[src/rtl/hld_pkg.sv]
// hld_pkg: shared types and constants for the lowest-common-ancestor query block
// holds the beat structs, table entry layout, opcodes and walker states
// no dependencies
package hld_pkg;

  localparam int NODES       = 1024;
  localparam int NODE_W      = 10;
  localparam int DEPTH_W     = 11;
  localparam int TABLE_DEPTH = 1024;
  localparam int MOVE_W      = $clog2(NODES + 1);

  typedef logic [NODE_W-1:0]  node_t;
  typedef logic [DEPTH_W-1:0] depth_t;
  typedef logic [MOVE_W-1:0]  move_cnt_t;

  typedef enum logic {
    OP_WRITE = 1'b0,
    OP_QUERY = 1'b1
  } hld_op_t;

  typedef struct packed {
    hld_op_t opcode;
    node_t   node_a;
    node_t   node_b;
    node_t   parent_in;
    node_t   chain_head_in;
    depth_t  depth_in;
  } hld_in_t;

  typedef struct packed {
    node_t ancestor;
    logic  walk_overrun;
  } hld_out_t;

  typedef struct packed {
    node_t  parent;
    node_t  head;
    depth_t depth;
  } hld_entry_t;

  localparam int ENTRY_W = $bits(hld_entry_t);

  typedef struct packed {
    logic       we;
    node_t      waddr;
    hld_entry_t wdata;
    node_t      raddr0;
    node_t      raddr1;
  } hld_mem_req_t;

  typedef struct packed {
    logic     done;
    hld_out_t result;
  } hld_res_t;

  typedef enum logic [1:0] {
    ST_IDLE,
    ST_HEAD,
    ST_MOVE,
    ST_DONE
  } hld_state_t;

endpackage

[src/rtl/hld_walker.sv]
// hld_walker: table writes and the chain-climbing sequencer for queries
// depends on hld_pkg; drives the node table ports of hld_table_ram
module hld_walker (
  input  logic                 clk,
  input  logic                 rst,
  input  logic                 in_valid,
  output logic                 in_ready,
  input  hld_pkg::hld_in_t     in_data,
  output hld_pkg::hld_mem_req_t req,
  input  hld_pkg::hld_entry_t  rd0,
  input  hld_pkg::hld_entry_t  rd1,
  input  logic                 res_free,
  output hld_pkg::hld_res_t    res
);
  import hld_pkg::*;

  hld_state_t state, state_next;
  node_t      a, a_next;
  node_t      b, b_next;
  move_cnt_t  moves, moves_next;
  hld_out_t   result, result_next;

  always_ff @(posedge clk) begin
    if (rst) begin
      state <= ST_IDLE;
    end else begin
      state <= state_next;
    end
  end

  always_ff @(posedge clk) begin
    a      <= a_next;
    b      <= b_next;
    moves  <= moves_next;
    result <= result_next;
  end

  always_comb begin
    state_next  = state;
    a_next      = a;
    b_next      = b;
    moves_next  = moves;
    result_next = result;
    req         = '0;
    req.raddr0  = a;
    req.raddr1  = b;
    res.done    = 1'b0;
    res.result  = result;
    in_ready    = 1'b0;
    unique case (state)
      ST_IDLE: begin
        in_ready = !rst;
        if (in_valid && !rst) begin
          if (in_data.opcode == OP_WRITE) begin
            req.we           = 1'b1;
            req.waddr        = in_data.node_a;
            req.wdata.parent = in_data.parent_in;
            req.wdata.head   = in_data.chain_head_in;
            req.wdata.depth  = in_data.depth_in;
          end else begin
            a_next     = in_data.node_a;
            b_next     = in_data.node_b;
            moves_next = '0;
            req.raddr0 = in_data.node_a;
            req.raddr1 = in_data.node_b;
            state_next = ST_HEAD;
          end
        end
      end
      ST_HEAD: begin
        if (rd0.head == rd1.head) begin
          result_next.ancestor     = (rd0.depth > rd1.depth) ? b : a;
          result_next.walk_overrun = 1'b0;
          state_next               = ST_DONE;
        end else if (moves >= move_cnt_t'(NODES)) begin
          result_next.ancestor     = '0;
          result_next.walk_overrun = 1'b1;
          state_next               = ST_DONE;
        end else begin
          req.raddr0 = rd0.head;
          req.raddr1 = rd1.head;
          state_next = ST_MOVE;
        end
      end
      ST_MOVE: begin
        // rd0/rd1 now hold the entries of the two chain heads
        if (rd1.depth < rd0.depth) begin
          a_next = rd0.parent;
        end else begin
          b_next = rd1.parent;
        end
        moves_next = move_cnt_t'(moves + 1'b1);
        req.raddr0 = a_next;
        req.raddr1 = b_next;
        state_next = ST_HEAD;
      end
      ST_DONE: begin
        if (res_free) begin
          res.done   = 1'b1;
          state_next = ST_IDLE;
        end
      end
      default: begin
        state_next = ST_IDLE;
      end
    endcase
  end

endmodule

[config.mk]
export PLATFORM = sky130hd
export DESIGN_NAME = hld_walker
export DESIGN_NICKNAME = d
export VERILOG_FILES = /design/src/rtl/hld_pkg.sv /design/src/rtl/hld_walker.sv
export SDC_FILE = /design/constraint.sdc
export NUM_CORES = 1
export LEC_CHECK = 0
export ABC_AREA = 0
export BUFFER_PORTS_ARGS = -buffer_cell sky130_fd_sc_hd__buf_4
export CAP_MARGIN = 0
export CORE_ASPECT_RATIO = 1.5
export CORE_MARGIN = 2
export CORE_UTILIZATION = 40
export CTS_CLUSTER_SIZE = 40
export DETAILED_ROUTE_END_ITERATION = 10
export HOLD_SLACK_MARGIN = 0.08
export PLACE_DENSITY = 0.73
export SLEW_MARGIN = 15
export SYNTH_ARGS = -nofsm -noshare
export SYNTH_HDL_FRONTEND = slang
export SYNTH_SLANG_ARGS = --single-unit
export TNS_END_PERCENT = 1
[constraint.sdc]
create_clock -name clk -period 5.4 [get_ports clk]
set_input_delay 1.62 -clock clk [delete_from_list [all_inputs] [get_ports clk]]
set_output_delay 1.62 -clock clk [all_outputs]
set_load 0.05 [all_outputs]
==> results.txt <==
----------------------------------------------------
[Synthesis]
  Fraction of synthesized area in multiplexers ... 4.13%
  Number of flops mapped to enable cells by yosys ... 42
  Post-synthesis instance area ... 0.00364 mm2
  Most common flop cell mapped by yosys ... edfxtp_1
  Compound-cell area share of the yosys netlist ... 23.4%
  Share of the synthesized area in the top cell type ... 34.7%
  Post-synthesis share of cell area spent on full adders, half adders and majority gates ... 4.13%
  Most frequent cell after synthesis ... nand2_1
  Synthesized area per cell ... 8.27 um2
  Library cell occupying the most area in the post-synthesis netlist ... edfxtp_1
  Top cells by count, synth ... nand2_1 (70), and2_1 (42), edfxtp_1 (42), a21oi_1 (40), nor2_1 (38)
  Main combinational cell family by area after synthesis ... simple AND/OR/NAND/NOR gates
  Post-synthesis simple-gate area fraction ... 23.6%
  Post-synth ARST share ... 0%
  Sequential cell area fraction in the yosys report ... 35.8%
  Syn Nets ... 570
  Syn. warnings ... 0
  Number of storage elements in the synthesis netlist ... 44
  Top post-synthesis cells by area ... edfxtp_1 (35%), and2_1 (7.2%), nand2_1 (7.2%)
  Synth unique cells ... 43
  Post-synthesis share of cell area spent on xor and xnor gates ... 3.61%
  Cell count after synthesis ... 440

[Setup path]
  Stage delay of the slowest cell on the critical path ... 0.31 ns
  Reg2Reg Launch Point ... state[1]$_SDFFE_PP0P_
  Dominant delay contributor by cell family on the critical path ... buffers and inverters
  FF-to-FF setup slack ... 3.38 ns
  Critical path buffers and inverters ... 5
  Worst path most repeated cell ... buf_4
  Slowest stage cell, crit path ... ha_1
  Number of cells traversed by the worst register-to-register path ... 4
  Maximum fanout count along the critical path ... 25
  Cell Chain, Critical Path ... buf_4 -> inv_1 -> ha_1 -> a211oi_2 -> nor2_1 -> a211oi_4 -> buf_4 -> nand2_2 -> buf_12 -> mux2i_1 -> o22ai_1 -> buf_4
  Endpoint of the most critical register-to-register path ... res[10]$_SDFFCE_PN0P_
  Category of the most critical setup path ... in -> out
  Worst setup EP type ... output pin
  Critical Path Source Type ... input pin
  WP depth ... 12
  CP Data Required Time ... 3.78 ns
  Worst EP arrival ... 3.65 ns

[Clocking]
  Buffer type at the clock tree root ... clkbuf_16
  Num Clock Sinks ... 44
  CTS tree ... done
  Later-pin clock latency in the skew report ... 0.29 ns
  H-Tree Level Count ... 2
  Clock-pin slew on the worst setup and hold paths ... 0.06 ns
  Inserted Clock Buffers ... 5
  Bufs on Longest Clock Path ... 2
  Post-CTS setup buffer count ... 0

[Placed design]
  Minimum setup slack after placement ... 0.0935 ns
  Placed cell count ... 730
  DP HPWL ... 9940 um
  Routability Congestion ... 0.900
  IO buf count ... 192

[Detailed routing]
  Via total after detailed routing ... 4,197
  Drt first pass iters ... 5
  Detailed Route Iter0 Violations ... 354
  Final routed DRC violation total ... 0
  Sum of routed wire length over all layers ... 13,000 um
  Routed wire length per instance ... 17.6 um
  Antenna-violating nets left ... 0
  Vias per cell ... 5.69

[STA]
  Period minus WS final ... 5.27 ns
  Worst Max-Slew Pin Slew ... 1.08 ns
  Achievable frequency ... 190 MHz
  Final Cycle Share ... 97.6%
  Worst clock skew on the final layout ... 0.00434 ns
  Setup-violating endpoint count in the final report ... 0
  Worst slew margin ... 28.0%
  Total count of max-transition violations in the final report ... 0
  Setup repair after global routing missed its margin ... false
  Final Hold Fails ... 0
  Post-layout worst setup margin ... 0.128 ns

[Global routing]
  Via count of the first global-routing pass ... 4,044
  Initial antenna violation count ... 0
  Maximum number of pins on one net before global-route repair ... 61
  Sum of overflow across all layers after global routing ... 0
  First-pass GRT wire length ... 19,700 um
  Aggregate global-route resource usage ... 25.7%

[Layout]
  Final Instance Count excl. Fillers ... 738
  Area overhead of the layout relative to synthesis ... 49.2%
  Layout cell share with drive strength beyond 1 ... 36.1%
  Antenna Cells ... 0
  Final net count ... 757
  Final core utilization ... 61.5%

[Power]
  Power per standard cell area ... 217 mW/mm2
  Final Power ... 1.18 mW
  Worst vdd ir ... 0.172 mV
  Leakage Power ... 2.48 nW

[Min path]
  Hold EP ... state[1]$_SDFFE_PP0P_
  Min-delay src ... state[1]$_SDFFE_PP0P_
  Cell depth of the worst hold path ... 1
  Classification of the worst-slack hold path ... reg -> reg

[Run status]
  Outcome ... finished clean

[Floorplan]
  Floorplan row count ... 42
  X dimension of the die ... 81.9 um
  DIE HEIGHT ... 121 um
  Die ar. ... 0.00989 mm2
  I/O pin cnt ... 193
  Core footprint ... 0.00883 mm2
  Starting density of the core ... 41.2%

[Job]
  MaxCap Viol Count ... 0

----------------------------------------------------
==> final cells by class <==
type,count,area (um2)
well taps,110,138
flip-flops and latches,44,1300
inverters,19,71.3
multi-input cells,350,2180
clock buffers,6,129
fillers,801,3400
clock inverters,2,35.0
repair buffers,207,1580
==> worst max-delay path by stage <==
stage | startpoint | end | slack [ns]
2_1_floorplan | rd0[2] | req[11] | -0.45
3_3_place_gp | rd0[8] | req[13] | 0.11
3_5_place_dp | rd0[8] | req[13] | 0.09
4_1_cts | rd0[8] | req[13] | 0.09
5_1_grt | rd0[8] | req[9] | 0.02
6_report | rd0[8] | req[2] | 0.13
==> repair_timing <==
item                                    CTS  global route
endpoints found under the setup margin    0             3
hold buffers                              0             0
resized for setup                         0             3
==> kinds of logic after synthesis <==
logic type,Yosys count
muxes,15
xor gates and xnor gates,15
AOI/OAI and AO/OA,127
buffers and inverters,46
adders and majority gates,12
and+or+nand+nor,181
DFF,44
==> flip-flops by register name (all words and copies together) (netlist names) <==
name	count
state	2
a	10
b	10
res	11
moves	11
==> layer usage <==
metal / GRT usage (%) / routed length, um / part of all wire (%) / vias to the layer above
li1: - / - / - / 1962
met1: 29.6 / 4660 / 36 / 1931
met2: 46.8 / 6830 / 52 / 275
met3: 3.96 / 1170 / 9.0 / 29
met4: 8.96 / 367 / 2.8 / 0
met5: 0 / 0 / 0 / -
==> through the flow <==
stage | cell area [um2] | hold slack [ns] | TNS [ns]
after global routing | 5430 | 0.630 | 0
after CTS | 5420 | 0.593 | 0
after global placement | 5250 | 0.574 | 0
after detailed placement | 5250 | 0.578 | 0
final | 5430 | 0.597 | 0
after floorplan | 3640 | 0.538 | -3.88
==> placed cells by master, fill, tap and decap left out, types with 2 or more instances in the layout <==
cell type    n
a21oi_1     40
a221oi_1    12
a221oi_2     3
a222oi_1     5
a22oi_1      4
a31oi_1      9
and2_1      41
and3_1       5
buf_12       2
buf_4      205
clkbuf_16    5
dfxtp_1      2
edfxtp_1    42
ha_1        12
inv_1       18
mux2i_1     15
nand2_1     69
nand2_2      3
nand3_1     10
nand4_1      4
nor2_1      37
o211a_1      6
o21a_1       5
o21ai_0     24
o21ai_1      3
o221ai_1     4
o22ai_1      6
or3_1        5
xnor2_1     11
xor2_1       4
==> where the power goes <==
group          leakage [nW]  total [mW]  switching, mW  internal (mW)
clock                0.0808       0.345          0.127          0.218
combinational          2.00       0.433          0.258          0.175
sequential            0.400       0.403         0.0130          0.390
total                  2.48        1.18          0.398          0.783
Note: power is estimated with default switching activity, not from simulation.
